$ cat src/rtl/hsvrgb_pkg.sv
package hsvrgb_pkg;

    localparam int HUE_W  = 13;
    localparam int CHAN_W = 8;
    localparam int SV_W   = 2 * CHAN_W;   // s*v
    localparam int D_W    = 10;           // |(hue mod 1920) - 960|, 0..960
    localparam int P_W    = 26;           // s*v*d, up to 62424000

    localparam logic [HUE_W-1:0] HUE_TURN   = 13'd5760;
    localparam logic [HUE_W-1:0] HUE_B1     = 13'd960;
    localparam logic [HUE_W-1:0] HUE_B2     = 13'd1920;
    localparam logic [HUE_W-1:0] HUE_B3     = 13'd2880;
    localparam logic [HUE_W-1:0] HUE_B4     = 13'd3840;
    localparam logic [HUE_W-1:0] HUE_B5     = 13'd4800;

    // ceil(s*v*d / 244800) through a reciprocal of 2^32 / 244800, rounded down
    localparam logic [P_W-1:0]  X_DENOM     = 26'd244800;
    localparam logic [P_W-1:0]  X_BIAS      = 26'd244799;
    localparam logic [14:0]     X_RECIP     = 15'd17544;
    localparam int              X_SHIFT     = 32;

    // ceil(s*v / 255) = floor((s*v + 255) * 65793 / 2^24), exact over 16 bits
    localparam logic [16:0]     Z_BIAS      = 17'd255;
    localparam logic [16:0]     Z_RECIP     = 17'd65793;
    localparam int              Z_SHIFT     = 24;

    typedef enum logic [2:0] {
        SECTOR_RED_YEL   = 3'd0,
        SECTOR_YEL_GRN   = 3'd1,
        SECTOR_GRN_CYN   = 3'd2,
        SECTOR_CYN_BLU   = 3'd3,
        SECTOR_BLU_MAG   = 3'd4,
        SECTOR_MAG_RED   = 3'd5
    } sector_t;

    typedef struct packed {
        logic [HUE_W-1:0]  hue;
        logic [CHAN_W-1:0] saturation;
        logic [CHAN_W-1:0] brightness;
    } hsv_pixel_t;

    typedef struct packed {
        logic [CHAN_W-1:0] red;
        logic [CHAN_W-1:0] green;
        logic [CHAN_W-1:0] blue;
    } rgb_pixel_t;

endpackage

$ cat src/rtl/hsv_to_rgb_converter_unit.sv
// Channel | Dir | Handshake              | Payload
// --------+-----+------------------------+-------------------------------------
// hsv     | in  | hsv_valid / hsv_stall  | hsv_pixel_t: hue, saturation, brightness
// rgb     | out | rgb_valid / rgb_stall  | rgb_pixel_t: red, green, blue
//
// Six register stages, the last one being the output register: rgb_valid rises
// once an accepted hsv transaction has passed through all six. A new pixel may
// enter every cycle unless rgb_stall backs up; throughput is one pixel per clock.
// The six stages are set by the multiplier chain: s*v, the 1/255 reciprocal,
// s*v*d, the 1/244800 reciprocal, the quotient back-multiply and the final
// correct-and-route step.
// Reset (rst_n low, asynchronous) clears all stage valid bits; data is not reset.
// Each stage holds while it is full and the stage after it cannot take it;
// empty stages keep filling, so bubbles collapse under rgb_stall.
module hsv_to_rgb_converter_unit
    import hsvrgb_pkg::*;
(
    input  logic       clk,
    input  logic       rst_n,
    input  logic       hsv_valid,
    output logic       hsv_stall,
    input  hsv_pixel_t hsv,
    output logic       rgb_valid,
    input  logic       rgb_stall,
    output rgb_pixel_t rgb
);

    localparam int NSTAGE = 6;

    // Stage valid bits and per-stage advance
    logic [NSTAGE-1:0] valid_reg;
    logic [NSTAGE-1:0] adv;

    always_comb
    begin
        adv[NSTAGE-1] = !valid_reg[NSTAGE-1] || !rgb_stall;
        for (int i = NSTAGE - 2; i >= 0; i--)
        begin
            adv[i] = !valid_reg[i] || adv[i+1];
        end
    end

    assign hsv_stall = !adv[0];
    assign rgb_valid = valid_reg[NSTAGE-1];

    always_ff @(posedge clk or negedge rst_n)
    begin
        if (!rst_n)
        begin
            valid_reg <= '0;
        end
        else
        begin
            if (adv[0])
            begin
                valid_reg[0] <= hsv_valid;
            end
            for (int i = 1; i < NSTAGE; i++)
            begin
                if (adv[i])
                begin
                    valid_reg[i] <= valid_reg[i-1];
                end
            end
        end
    end

    // ---------------------------------------------------------------
    // Stage 1: wrap the hue into one turn, form s*v
    // ---------------------------------------------------------------
    logic [HUE_W-1:0]  h1_reg,  h1_next;
    logic [SV_W-1:0]   sv1_reg, sv1_next;
    logic [CHAN_W-1:0] v1_reg;

    always_comb
    begin
        h1_next  = (hsv.hue >= HUE_TURN) ? (hsv.hue - HUE_TURN) : hsv.hue;
        sv1_next = SV_W'(hsv.saturation) * SV_W'(hsv.brightness);
    end

    always_ff @(posedge clk)
    begin
        if (adv[0])
        begin
            h1_reg  <= h1_next;
            sv1_reg <= sv1_next;
            v1_reg  <= hsv.brightness;
        end
    end

    // ---------------------------------------------------------------
    // Stage 2: find the sector and distance d from its center line;
    // divide s*v by 255 (rounded up) through the reciprocal
    // ---------------------------------------------------------------
    sector_t           sec2_reg, sec2_next;
    logic [D_W-1:0]    d2_reg,   d2_next;
    logic [SV_W-1:0]   sv2_reg;
    logic [CHAN_W-1:0] v2_reg;
    logic [CHAN_W-1:0] zq2_reg,  zq2_next;
    logic [HUE_W-1:0]  center2;
    logic [HUE_W-1:0]  dist2;
    logic [31:0]       zprod2;

    always_comb
    begin
        if (h1_reg < HUE_B1)
        begin
            sec2_next = SECTOR_RED_YEL;
        end
        else if (h1_reg < HUE_B2)
        begin
            sec2_next = SECTOR_YEL_GRN;
        end
        else if (h1_reg < HUE_B3)
        begin
            sec2_next = SECTOR_GRN_CYN;
        end
        else if (h1_reg < HUE_B4)
        begin
            sec2_next = SECTOR_CYN_BLU;
        end
        else if (h1_reg < HUE_B5)
        begin
            sec2_next = SECTOR_BLU_MAG;
        end
        else
        begin
            sec2_next = SECTOR_MAG_RED;
        end

        // Each pair of sectors is symmetric about 960, 2880 or 4800
        case (sec2_next)
            SECTOR_RED_YEL, SECTOR_YEL_GRN: center2 = HUE_B1;
            SECTOR_GRN_CYN, SECTOR_CYN_BLU: center2 = HUE_B3;
            default:                        center2 = HUE_B5;
        endcase

        if (sec2_next[0])
        begin
            dist2 = h1_reg - center2;
        end
        else
        begin
            dist2 = center2 - h1_reg;
        end
        d2_next = dist2[D_W-1:0];

        // widen both operands so the product keeps all 32 bits
        zprod2   = 32'(17'(sv1_reg) + Z_BIAS) * 32'(Z_RECIP);
        zq2_next = zprod2[Z_SHIFT +: CHAN_W];
    end

    always_ff @(posedge clk)
    begin
        if (adv[1])
        begin
            sec2_reg <= sec2_next;
            d2_reg   <= d2_next;
            sv2_reg  <= sv1_reg;
            v2_reg   <= v1_reg;
            zq2_reg  <= zq2_next;
        end
    end

    // ---------------------------------------------------------------
    // Stage 3: s*v*d; the zero component is ready
    // ---------------------------------------------------------------
    sector_t           sec3_reg;
    logic [P_W-1:0]    p3_reg, p3_next;
    logic [CHAN_W-1:0] v3_reg;
    logic [CHAN_W-1:0] z3_reg, z3_next;

    always_comb
    begin
        p3_next = P_W'(sv2_reg) * P_W'(d2_reg);
        z3_next = v2_reg - zq2_reg;
    end

    always_ff @(posedge clk)
    begin
        if (adv[2])
        begin
            sec3_reg <= sec2_reg;
            p3_reg   <= p3_next;
            v3_reg   <= v2_reg;
            z3_reg   <= z3_next;
        end
    end

    // ---------------------------------------------------------------
    // Stage 4: bias for round-up, multiply by the 1/244800 reciprocal
    // ---------------------------------------------------------------
    sector_t           sec4_reg;
    logic [P_W-1:0]    n4_reg, n4_next;
    logic [40:0]       xprod4_reg, xprod4_next;
    logic [CHAN_W-1:0] v4_reg;
    logic [CHAN_W-1:0] z4_reg;

    always_comb
    begin
        n4_next     = p3_reg + X_BIAS;
        xprod4_next = 41'(n4_next) * 41'(X_RECIP);
    end

    always_ff @(posedge clk)
    begin
        if (adv[3])
        begin
            sec4_reg   <= sec3_reg;
            n4_reg     <= n4_next;
            xprod4_reg <= xprod4_next;
            v4_reg     <= v3_reg;
            z4_reg     <= z3_reg;
        end
    end

    // ---------------------------------------------------------------
    // Stage 5: estimated quotient, one short at most; multiply it back
    // ---------------------------------------------------------------
    sector_t           sec5_reg;
    logic [P_W-1:0]    n5_reg;
    logic [CHAN_W-1:0] q5_reg,  q5_next;
    logic [P_W-1:0]    qd5_reg, qd5_next;
    logic [CHAN_W-1:0] v5_reg;
    logic [CHAN_W-1:0] z5_reg;

    always_comb
    begin
        q5_next  = xprod4_reg[X_SHIFT +: CHAN_W];
        qd5_next = P_W'(q5_next) * X_DENOM;
    end

    always_ff @(posedge clk)
    begin
        if (adv[4])
        begin
            sec5_reg <= sec4_reg;
            n5_reg   <= n4_reg;
            q5_reg   <= q5_next;
            qd5_reg  <= qd5_next;
            v5_reg   <= v4_reg;
            z5_reg   <= z4_reg;
        end
    end

    // ---------------------------------------------------------------
    // Stage 6: correct the quotient, form X and route the channels
    // ---------------------------------------------------------------
    rgb_pixel_t        rgb_reg, rgb_next;
    logic [P_W-1:0]    rem6;
    logic [CHAN_W-1:0] q6;
    logic [CHAN_W-1:0] x6;

    always_comb
    begin
        rem6 = n5_reg - qd5_reg;
        q6   = (rem6 >= X_DENOM) ? (q5_reg + CHAN_W'(1)) : q5_reg;
        x6   = v5_reg - q6;

        case (sec5_reg)
            SECTOR_RED_YEL: rgb_next = '{red: v5_reg, green: x6,     blue: z5_reg};
            SECTOR_YEL_GRN: rgb_next = '{red: x6,     green: v5_reg, blue: z5_reg};
            SECTOR_GRN_CYN: rgb_next = '{red: z5_reg, green: v5_reg, blue: x6};
            SECTOR_CYN_BLU: rgb_next = '{red: z5_reg, green: x6,     blue: v5_reg};
            SECTOR_BLU_MAG: rgb_next = '{red: x6,     green: z5_reg, blue: v5_reg};
            default:        rgb_next = '{red: v5_reg, green: z5_reg, blue: x6};
        endcase
    end

    always_ff @(posedge clk)
    begin
        if (adv[5])
        begin
            rgb_reg <= rgb_next;
        end
    end

    assign rgb = rgb_reg;

endmodule
$ cat config.mk
export PLATFORM = sky130hd
export DESIGN_NAME = hsv_to_rgb_converter_unit
export DESIGN_NICKNAME = d
export VERILOG_FILES = /design/src/rtl/hsvrgb_pkg.sv /design/src/rtl/hsv_to_rgb_converter_unit.sv
export SDC_FILE = /design/constraint.sdc
export NUM_CORES = 1
export LEC_CHECK = 0
export ABC_AREA = 1
export BUFFER_PORTS_ARGS = -buffer_cell sky130_fd_sc_hd__clkbuf_2
export CAP_MARGIN = 20
export CORE_ASPECT_RATIO = 0.5
export CORE_MARGIN = 5
export CORE_UTILIZATION = 50
export CTS_CLUSTER_SIZE = 16
export DETAILED_ROUTE_END_ITERATION = 12
export PLACE_DENSITY = 0.78
export SLEW_MARGIN = 20
export SYNTH_ARGS = -nofsm -noshare
export SYNTH_HDL_FRONTEND = slang
export SYNTH_SLANG_ARGS = --single-unit
$ cat constraint.sdc
create_clock -name clk -period 20.6 [get_ports clk]
set_input_delay 3.09 -clock clk [delete_from_list [all_inputs] [get_ports clk]]
set_output_delay 3.09 -clock clk [all_outputs]
set_load 0.01 [all_outputs]
# After elaboration in Yosys (flattened, before gate mapping)
# Index checks and enable logic that the tools add are counted.
# word_totals
reg_bits	312
input_bits	33
output_inout_bits	26
word_cells	88
# op_classes
addsub	9
n_mul	5
order_cmp	7
eq_ne	7
muxes	10
n_reduce_logical	18
# op_table
op	n
24-bit one-hot mux with 5 select lines	1
26-bit by 12-bit multiplier with 37-bit output (second input constant)	1
17-bit by 17-bit multiplier with 32-bit output (second input constant)	1
26-bit by 18-bit adder with 26-bit output (second input constant)	1
26-bit by 18-bit >= comparator with 1-bit output (second input constant)	1
13-bit by 12-bit less-than comparator with 1-bit output (second input constant)	2
16-bit by 10-bit multiplier with 26-bit output	1
26-bit subtractor	1
8-bit by 12-bit multiplier with 20-bit output (second input constant)	1
10-bit subtractor	2
9-bit one-hot mux with 2 select lines	1
16-bit by 8-bit adder with 17-bit output (second input constant)	1
8-bit by 8-bit multiplier with 16-bit output	1
8-bit subtractor	2
13-bit >= comparator (second input constant)	1
13-bit by 10-bit less-than comparator with 1-bit output (second input constant)	1
13-bit by 11-bit less-than comparator with 1-bit output (second input constant)	1
13-bit less-than comparator (second input constant)	1
13-bit 2-to-1 mux	1
13-bit subtractor (second input constant)	1
3-bit by 2-bit == test with 1-bit output (second input constant)	4
3-bit 2-to-1 mux	4
10-bit 2-to-1 mux	1
8-bit by 1-bit adder with 8-bit output (second input constant)	1
other kinds (8)	23

# Logic depth before layout (Yosys ltp)
# Gate-level depths: netlist of run 1.
# logic_depth
word_depth	11
depth_mapped	29

# Least setup slack after synthesis of run 1
# Ideal clock, no wire load.
# synth_timing
path_type	input to output
startpoint	in rgb_stall
endpoint	out hsv_stall
arrival_ns	8.410
required_ns	17.510
slack_ns	9.100
stages	10
n_path_buf	0
path_cell_list	nand2_1 > nor2_1 > inv_1 > nor2_1 > inv_1 > nor2_1 > inv_1 > nor2_1 > inv_1 > nor2_1
# synth_via
elab_chain_cells	8
# synth_lines
item	line_no	source
start: declaration	hsv_to_rgb_converter_unit.sv:24	input logic rgb_stall,
1-bit zero test	hsv_to_rgb_converter_unit.sv:36	adv[NSTAGE-1] = !valid_reg[NSTAGE-1] || !rgb_stall;
1-bit logical OR	hsv_to_rgb_converter_unit.sv:36	
1-bit logical OR	hsv_to_rgb_converter_unit.sv:39	adv[i] = !valid_reg[i] || adv[i+1];
net adv[4]	hsv_to_rgb_converter_unit.sv:32	logic [NSTAGE-1:0] adv;
1-bit logical OR	hsv_to_rgb_converter_unit.sv:39	
net adv[3]	hsv_to_rgb_converter_unit.sv:32	
1-bit logical OR	hsv_to_rgb_converter_unit.sv:39	
net adv[2]	hsv_to_rgb_converter_unit.sv:32	
1-bit logical OR	hsv_to_rgb_converter_unit.sv:39	
net adv[1]	hsv_to_rgb_converter_unit.sv:32	
1-bit logical OR	hsv_to_rgb_converter_unit.sv:39	
1-bit zero test	hsv_to_rgb_converter_unit.sv:43	assign hsv_stall = !adv[0];
end: declaration	hsv_to_rgb_converter_unit.sv:21	output logic hsv_stall,
# The timed path passes the listed nets, and every way through them passes these cells.

# Final worst setup path of run 1
# layout_timing
startpoint	in rgb_stall
endpoint	out hsv_stall
# layout_via
elab_chain_cells	8
# layout_lines
item	line_no
1-bit zero test	hsv_to_rgb_converter_unit.sv:36
1-bit logical OR	hsv_to_rgb_converter_unit.sv:36
net adv[5]	hsv_to_rgb_converter_unit.sv:32
1-bit logical OR	hsv_to_rgb_converter_unit.sv:39
net adv[4]	hsv_to_rgb_converter_unit.sv:32
1-bit logical OR	hsv_to_rgb_converter_unit.sv:39
net adv[3]	hsv_to_rgb_converter_unit.sv:32
1-bit logical OR	hsv_to_rgb_converter_unit.sv:39
net adv[2]	hsv_to_rgb_converter_unit.sv:32
1-bit logical OR	hsv_to_rgb_converter_unit.sv:39
net adv[1]	hsv_to_rgb_converter_unit.sv:32
1-bit logical OR	hsv_to_rgb_converter_unit.sv:39
1-bit zero test	hsv_to_rgb_converter_unit.sv:43
# The timed path passes the listed nets, and every way through them passes these cells.

==> results of run 1 <==
## synthesized netlist by cell type (9+ instances only)
| library cell | n |
|---|---|
| inv_1 | 619 |
| nand2_1 | 546 |
| ha_1 | 337 |
| edfxtp_1 | 261 |
| fa_1 | 219 |
| nor2_1 | 129 |
| a21oi_1 | 118 |
| xor2_1 | 92 |
| o21ai_0 | 68 |
| nand3_1 | 65 |
| clkbuf_1 | 50 |
| xnor2_1 | 36 |
| nor3_1 | 22 |
| nand4_1 | 17 |
| o221ai_1 | 14 |
| nand3b_1 | 12 |
| o21bai_1 | 11 |
| a21o_1 | 9 |
| nor2_2 | 9 |
## per-layer routing
layer	share of wire [%]	vias up
met5	0	-
met2	49	426
li1	-	8786
met4	2.5	0
met3	4.7	110
met1	43	8543
## metrics by stage
stage	instance area, µm²	worst slack (ns)	hold WS (ns)	utilization (%)	cells
finish	27200	10.45	0.417	54.2	3485
global route	27200	9.89	0.414	54.2	3485
CTS	27200	10.32	0.409	54.2	3485
detailed placement	26300	10.36	0.405	52.4	3435
global placement	26300	10.46	0.403	52.4	3435
floorplan	25300	9.10	0.400	-	2735
## final timing paths
path,from,end,depth (start not counted)
min in group asynchronous,rst_n,valid_reg[0],1
max in group asynchronous,rst_n,valid_reg[1],1
worst max-delay path,rgb_stall,hsv_stall,15
worst min register to register,sec2_reg[0],sec3_reg[0],0
worst max register to register,p3_reg[0],xprod4_reg[39],24
worst min-delay path,sec2_reg[0],sec3_reg[0],0
## kinds of logic after synthesis
| family | after synthesis | share of synthesized area, % |
|---|---|---|
| adder cells (fa/ha/maj) | 556 | 33.9 |
| AO/OA/AOI/OAI | 276 | 6.45 |
| flip-flops | 267 | 31.5 |
| buffers and inverters | 677 | 10.0 |
| AND/OR/NAND/NOR | 830 | 13.6 |
| XOR/XNOR | 129 | 4.49 |
## worst register-to-register path: cells and delay by family, from the launching register on
family	cells	cell delay [ns]
adder cells (fa/ha/maj)	6	1.91
AND/OR/NAND/NOR	10	1.19
AO/OA/AOI/OAI	4	1.02
XOR/XNOR	1	0.70
flip-flops	1	0.36
buffers and inverters	3	0.30
## cell type report
| type | count | share of cell area, % |
|---|---|---|
| Multi-Input combinational cell | 1791 | 54.5 |
| Clock buffer | 38 | 2.82 |
| Tap cell | 690 | 3.17 |
| Inverter | 625 | 8.62 |
| Sequential cell | 267 | 29.4 |
| Timing Repair Buffer | 62 | 1.18 |
| Clock inverter | 12 | 0.377 |
==> summary.txt, run 1 <==
Outcome
  • Outcome: complete, no violations

Yosys
  • Syn Area/Cell: 9.27 µm²
  • Ys flop type: edfxtp_1
  • Async S/R FF share, synth: 2.25%
  • YS warnings: 0
  • Flops & latches, synth: ~270
  • Area leader, netlist: edfxtp_1
  • Seq/Total Area, Yosys: a little under a third
  • Syn nets: about 3300
  • Number of flops mapped to enable cells by yosys: 261
  • Syn Inst Count: between 2000 and 3000
  • Library cells used by synthesis: 56
  • Cell Area, Synth: around 25000 µm²
  • Synth top area share: between 30% and 40%
  • Area contributors post-synth: edfxtp_1, fa_1, ha_1, inv_1, nand2_1

Cells and area
  • Most frequent cells in the layout: inv_1, nand2_1, ha_1
  • Register Area: about 8000 µm²
  • Multi-input gate area: around 15000 µm²
  • Most common cell after layout, fill and taps aside: inv_1
  • Layout Nets: 3363
  • Fillers: 4373
  • Ant. Diodes: 0
  • Share of layout cells above drive strength 1: 5.30%
  • Area Growth Syn to Fin: 7.32%
  • Max FFs per register: 26

Route
  • WL/cell: approximately 15 µm
  • WL final: ~50 mm
  • Final antenna-violating net count: 0
  • Vias: between 15000 and 20000
  • Initial DRT Pass Iterations: 5
  • Residual DRC count: 0
  • Vias/cell: 5.13
  • DR iter-0 viols: approximately 1200

Die
  • Core area: between 50000 and 60000 µm²
  • Total Die Area: approximately 56000 µm²
  • Die Wd: ~330 µm
  • Die H: between 150 and 200 µm
  • Starting Density: 50.5%
  • I/O pin total: 59
  • Row count: between 50 and 60

STA
  • Slew margin rel.: 32.3%
  • RSZ-0062 raised after global routing: false
  • Slew @ Worst Pin: approximately 1 ns
  • Final setup viols: 0
  • Slew Limit Fails: 0
  • Max Freq: 0.0986 GHz
  • Hold Vio Cnt, Final: 0
  • Tcrit/Tclk final: approximately half
  • Worst Skew: ~0.011 ns
  • Post-layout minimum cycle time: about 10 ns
  • Setup_tns: 0 ns

Global route
  • Met3 Use GR: between 2 and 3%
  • First-pass GRT wire length: between 80 and 90 mm
  • Largest net degree at the start of global routing: 66
  • Gr usage total: 18.8%
  • Vias in the first global route: roughly 19000
  • Initial antenna violation count: 0
  • Gr ovfl total: 0
  • Global-route met2 utilization: 33.9%
  • Most Crowded Layer GR: met2
  • Global-route met1 utilization: 24.2%

Worst setup path
  • Max incr delay on CP: approximately 0.73 ns
  • Crit-path most repeated cell: nor2_1
  • CP endpoint kind: output pin
  • Reg-to-reg setup timing slack: about 15 ns
  • Required time of the critical path: approximately 18 ns
  • Setup crit start kind: primary input
  • Critical Path AT: a little over 7 ns
  • CP Cell Sequence: clkbuf_2 > nand2_1 > nor2_1 > inv_2 > buf_4 > nor2_1 > inv_2 > nor2_1 > clkinv_1 > buf_4 > nor2_1 > clkinv_1 > buf_4 > nor2_1 > clkbuf_2
  • Worst setup path class: in2out
  • Worst path slowest cell: nand2_1
  • Crit-path leading delay family: buffers and inverters
  • Crit Path Max Fanout: 65
  • Worst path bufs/invs: 9

Clock network
  • Total CTS buffers: 27
  • CTS Buffer Depth: 3
  • Post-CTS setup buffer count: 0
  • CTS clk-pin slew, worst paths: about 0.060 ns
  • Hold Buf Count CTS: 0
  • Clock Sink Count: 267
  • CTS tree: yes
  • CTS root buffer: clkbuf_16
  • Clk_lat worst skew: between 0.5 and 0.6 ns
  • Post-CTS Resized: 0
  • H-tree levels: 1

Flow run
  • Number of max-cap violations: 0

Place
  • Placer Congestion: 0.916
  • Port Buffers: 58
  • Hpwl dp: 41.3 mm

Hold path
  • HP Class: reg2reg
Power of run 1 is left out: the tool's default activity adds up to more than one toggle a clock period on the data nets, which glitch-free logic cannot reach.
==> inputs of run 2 (changes only) <==
- ABC_AREA: 1 -> 0
- clock period: 20.6 -> 10.6 ns (I/O delays scaled with it)
==> run 2 against run 1 <==
Net effect:
- design area shrank 3.7%
- critical path depth rose by 7
- final cell count shrank 14%
- via count shrank 11%
- clock skew up 0.014 ns
- flip-flop and latch count is the same
==> summary.txt, run 2 <==
Clock network
  • Clock Sink Count: 267 (unchanged)
  • CTS Buffer Depth: 3 (unchanged)
  • Post-CTS setup buffer count: 0 (unchanged)
  • CTS tree: yes (unchanged)
  • CTS root buffer: clkbuf_16 (unchanged)
  • H-tree levels: 1 (unchanged)
  • Total CTS buffers: 27 (unchanged)
  • Post-CTS Resized: 0 (unchanged)
  • CTS clk-pin slew, worst paths: 0.07 ns (was 0.06 ns)
  • Hold Buf Count CTS: 0 (unchanged)
  • Clk_lat worst skew: 0.55 ns (was 0.54 ns)

Place
  • DP Area: 25200 µm² (was 26300 µm²)
  • Placer Congestion: 0.898 (was 0.916)
  • Hpwl dp: 37.0 mm (was 41.3 mm)
  • Setup WS pre-CTS: 4.47 ns (was 10.36 ns)
  • Port Buffers: 58 (unchanged)

Global route
  • Largest net degree at the start of global routing: 59 (was 66)
  • Met3 Use GR: 2.36% (was 2.60%)
  • Most Crowded Layer GR: met2 (unchanged)
  • Global-route met2 utilization: 30.6% (was 33.9%)
  • Gr ovfl total: 0 (unchanged)
  • Global-route met1 utilization: 23.4% (was 24.2%)
  • Vias in the first global route: 16500 (was 18600)
  • Gr usage total: 17.6% (was 18.8%)
  • First-pass GRT wire length: 79.2 mm (was 87.1 mm)
  • Initial antenna violation count: 0 (unchanged)

Route
  • WL final: 46.4 mm (was 50.7 mm)
  • Vias: 15900 (was 17900)
  • DR iter-0 viols: 1083 (was 1152)
  • Vias/cell: 5.30 (was 5.13)
  • Final antenna-violating net count: 0 (unchanged)
  • Initial DRT Pass Iterations: 5 (unchanged)
  • WL/cell: 15.5 µm (was 14.5 µm)
  • Residual DRC count: 0 (unchanged)

Cells and area
  • Area Growth Syn to Fin: 7.86% (was 7.32%)
  • Share of layout cells above drive strength 1: 5.76% (was 5.30%)
  • Most common cell after layout, fill and taps aside: inv_1 (unchanged)
  • Most frequent cells in the layout: inv_1, ha_1, edfxtp_1 (was inv_1, nand2_1, ha_1)
  • Ant. Diodes: 0 (unchanged)
  • Max FFs per register: 26 (unchanged)
  • Layout Nets: 2915 (was 3363)
  • Final instance area: 26200 µm² (was 27200 µm²)

Yosys
  • Cell Area, Synth: 24300 µm² (was 25300 µm²)
  • Syn Inst Count: 2282 (was 2735)
  • Syn Area/Cell: 10.6 µm² (was 9.27 µm²)
  • Syn nets: 2871 (was 3324)
  • Synth top cells by count: inv_1, ha_1, edfxtp_1, fa_1, nand2_1 (was inv_1, nand2_1, ha_1, edfxtp_1, fa_1)
  • Area leader, netlist: edfxtp_1 (unchanged)
  • Library cells used by synthesis: 74 (was 56)
  • Area contributors post-synth: edfxtp_1, fa_1, ha_1, inv_1, nand2_1 (unchanged)
  • Synth top area share: 32.3% (was 30.9%)
  • Seq/Total Area, Yosys: 32.9% (was 31.5%)
  • Flops & latches, synth: 267 (unchanged)
  • Async S/R FF share, synth: 2.25% (unchanged)
  • Top-count cell post-synth: inv_1 (unchanged)
  • Ys flop type: edfxtp_1 (unchanged)
  • Number of flops mapped to enable cells by yosys: 261 (unchanged)
  • YS warnings: 0 (unchanged)

STA
  • Slew @ Worst Pin: 1.04 ns (was 1.01 ns)
  • Setup_tns: 0 ns (unchanged)
  • Worst Skew: 0.0244 ns (was 0.0105 ns)
  • Hold Vio Cnt, Final: 0 (unchanged)
  • Max Freq: approximately 0.16 GHz
  • Final setup viols: 0 (unchanged)
  • RSZ-0062 raised after global routing: false (unchanged)
  • Post-route setup slack: 4.52 ns (was 10.45 ns)
  • Slew Limit Fails: 0 (unchanged)
  • Fin Hold WS: 0.414 ns (was 0.417 ns)
  • Slew margin rel.: 30.5% (was 32.3%)
  • Post-layout minimum cycle time: 6.08 ns
  • Tcrit/Tclk final: a little under three fifths

Die
  • Row count: 57 (was 58)
  • Die H: 166 µm (was 169 µm)
  • Total Die Area: 53400 µm² (was 55600 µm²)
  • I/O pin total: 59 (unchanged)
  • Starting Density: 50.3% (was 50.5%)
  • Core area: 48300 µm² (was 50200 µm²)
  • Die Wd: 322 µm (was 328 µm)

Worst setup path
  • Worst path bufs/invs: 2 (was 9)
  • Crit Path Max Fanout: 5 (was 65)
  • CP endpoint kind: flop (was output pin)
  • Setup crit start kind: flop (was primary input)
  • Max incr delay on CP: 0.56 ns (was 0.73 ns)
  • Worst path slowest cell: fa_1 (was nand2_1)
  • R2r worst-path depth: 22 (was 24)
  • Crit-path leading delay family: compound AO/OA/AOI/OAI gates (was buffers and inverters)
  • Crit-path most repeated cell: a21oi_1 (was nor2_1)
  • Worst setup path class: reg2reg (was in2out)
  • CP Cell Sequence: nor4_1 > a21oi_1 > o21a_1 > nor4_1 > xnor2_1 > inv_1 > fa_1 > inv_1 > fa_1 > ha_1 > ha_1 > a21oi_1 > o221ai_1 > a21oi_1 > o21ai_0 > a21oi_1 > o21ai_0 > o221ai_1 > a21oi_1 > a21oi_1 > o21bai_1 > xnor2_1 (was clkbuf_2 > nand2_1 > nor2_1 > inv_2 > buf_4 > nor2_1 > inv_2 > nor2_1 > clkinv_1 > buf_4 > nor2_1 > clkinv_1 > buf_4 > nor2_1 > clkbuf_2)
  • Critical Path AT: 6.36 ns (was 7.06 ns)
  • Required time of the critical path: 10.89 ns (was 17.51 ns)
  • Number of cells on the critical path: 22 (was 15)

Flow run
  • Number of max-cap violations: 0 (unchanged)

Hold path
  • WHS Path Cells: 0 (unchanged)
  • HP Class: reg2reg (unchanged)

Outcome
  • Outcome: complete, no violations (unchanged)
[run 2: cell types whose count changed after synthesis, moves of 40 or more]
cell,before,now
inv_1,619,383
nand2_1,546,202
nand3_1,65,25
xnor2_1,36,80
and2_1,5,110
[run 2: logic make-up (layout without fill, tap and decap cells)]
family                     count (synthesis)  in the layout  synth area share [%]
muxes                                      4              4                 0.180
and+or+nand+nor                          564            564                  11.4
xor gates and xnor gates                 140            140                  5.05
DFF                                      267            267                  32.9
adders and majority gates                557            557                  35.4
buffers and inverters                    434            497                  6.75
AOI/OAI and AO/OA                        316            316                  8.31
[run 2: worst paths after layout]
| kind | from | endpoint | slack [ns] |
|---|---|---|---|
| worst max-delay path | p3_reg[2] | xprod4_reg[39] | 4.52 |
| worst min-delay path | n4_reg[20] | n5_reg[20] | 0.41 |
| worst max register to register | p3_reg[2] | xprod4_reg[39] | 4.52 |
| worst min register to register | n4_reg[20] | n5_reg[20] | 0.41 |
| max in group asynchronous | rst_n | valid_reg[0] | 9.56 |
| min in group asynchronous | rst_n | valid_reg[5] | 0.87 |
[run 2: worst reg2reg max path, stage by stage (launching register included)]
cell,delay (ns)
edfxtp_1,0.44
nor4_1,0.52
a21oi_1,0.24
o21a_1,0.26
nor4_1,0.41
xnor2_1,0.41
inv_1,0.15
fa_1,0.56
inv_1,0.05
fa_1,0.47
ha_1,0.32
ha_1,0.32
a21oi_1,0.13
o221ai_1,0.13
a21oi_1,0.20
o21ai_0,0.10
a21oi_1,0.15
o21ai_0,0.11
o221ai_1,0.22
a21oi_1,0.14
a21oi_1,0.26
o21bai_1,0.11
xnor2_1,0.13
[run 2: area by class of cell]
type | instances | area [µm²]
clock buffers | 30 | 687
clock inverters | 18 | 220
fillers | 3972 | 22100
inverters | 385 | 1450
multi-input cells | 1581 | 14700
flip-flops and latches | 267 | 7990
well taps | 649 | 812
repair buffers | 64 | 368
[run 2: per-stage QoR]
stage / util (%) / instances
after floorplan: - / 2282
after global routing: 54.3 / 2994
after CTS: 54.2 / 2992
after detailed placement: 52.3 / 2944
after global placement: 52.3 / 2944
final: 54.3 / 2994
[run 2: per-layer routing]
metal | vias to the layer above | wire (µm)
met4 | 0 | 1100
met2 | 392 | 22900
met1 | 7673 | 20100
met5 | - | 0
li1 | 7728 | -
met3 | 85 | 2240
Power of run 2 is left out for the same reason.
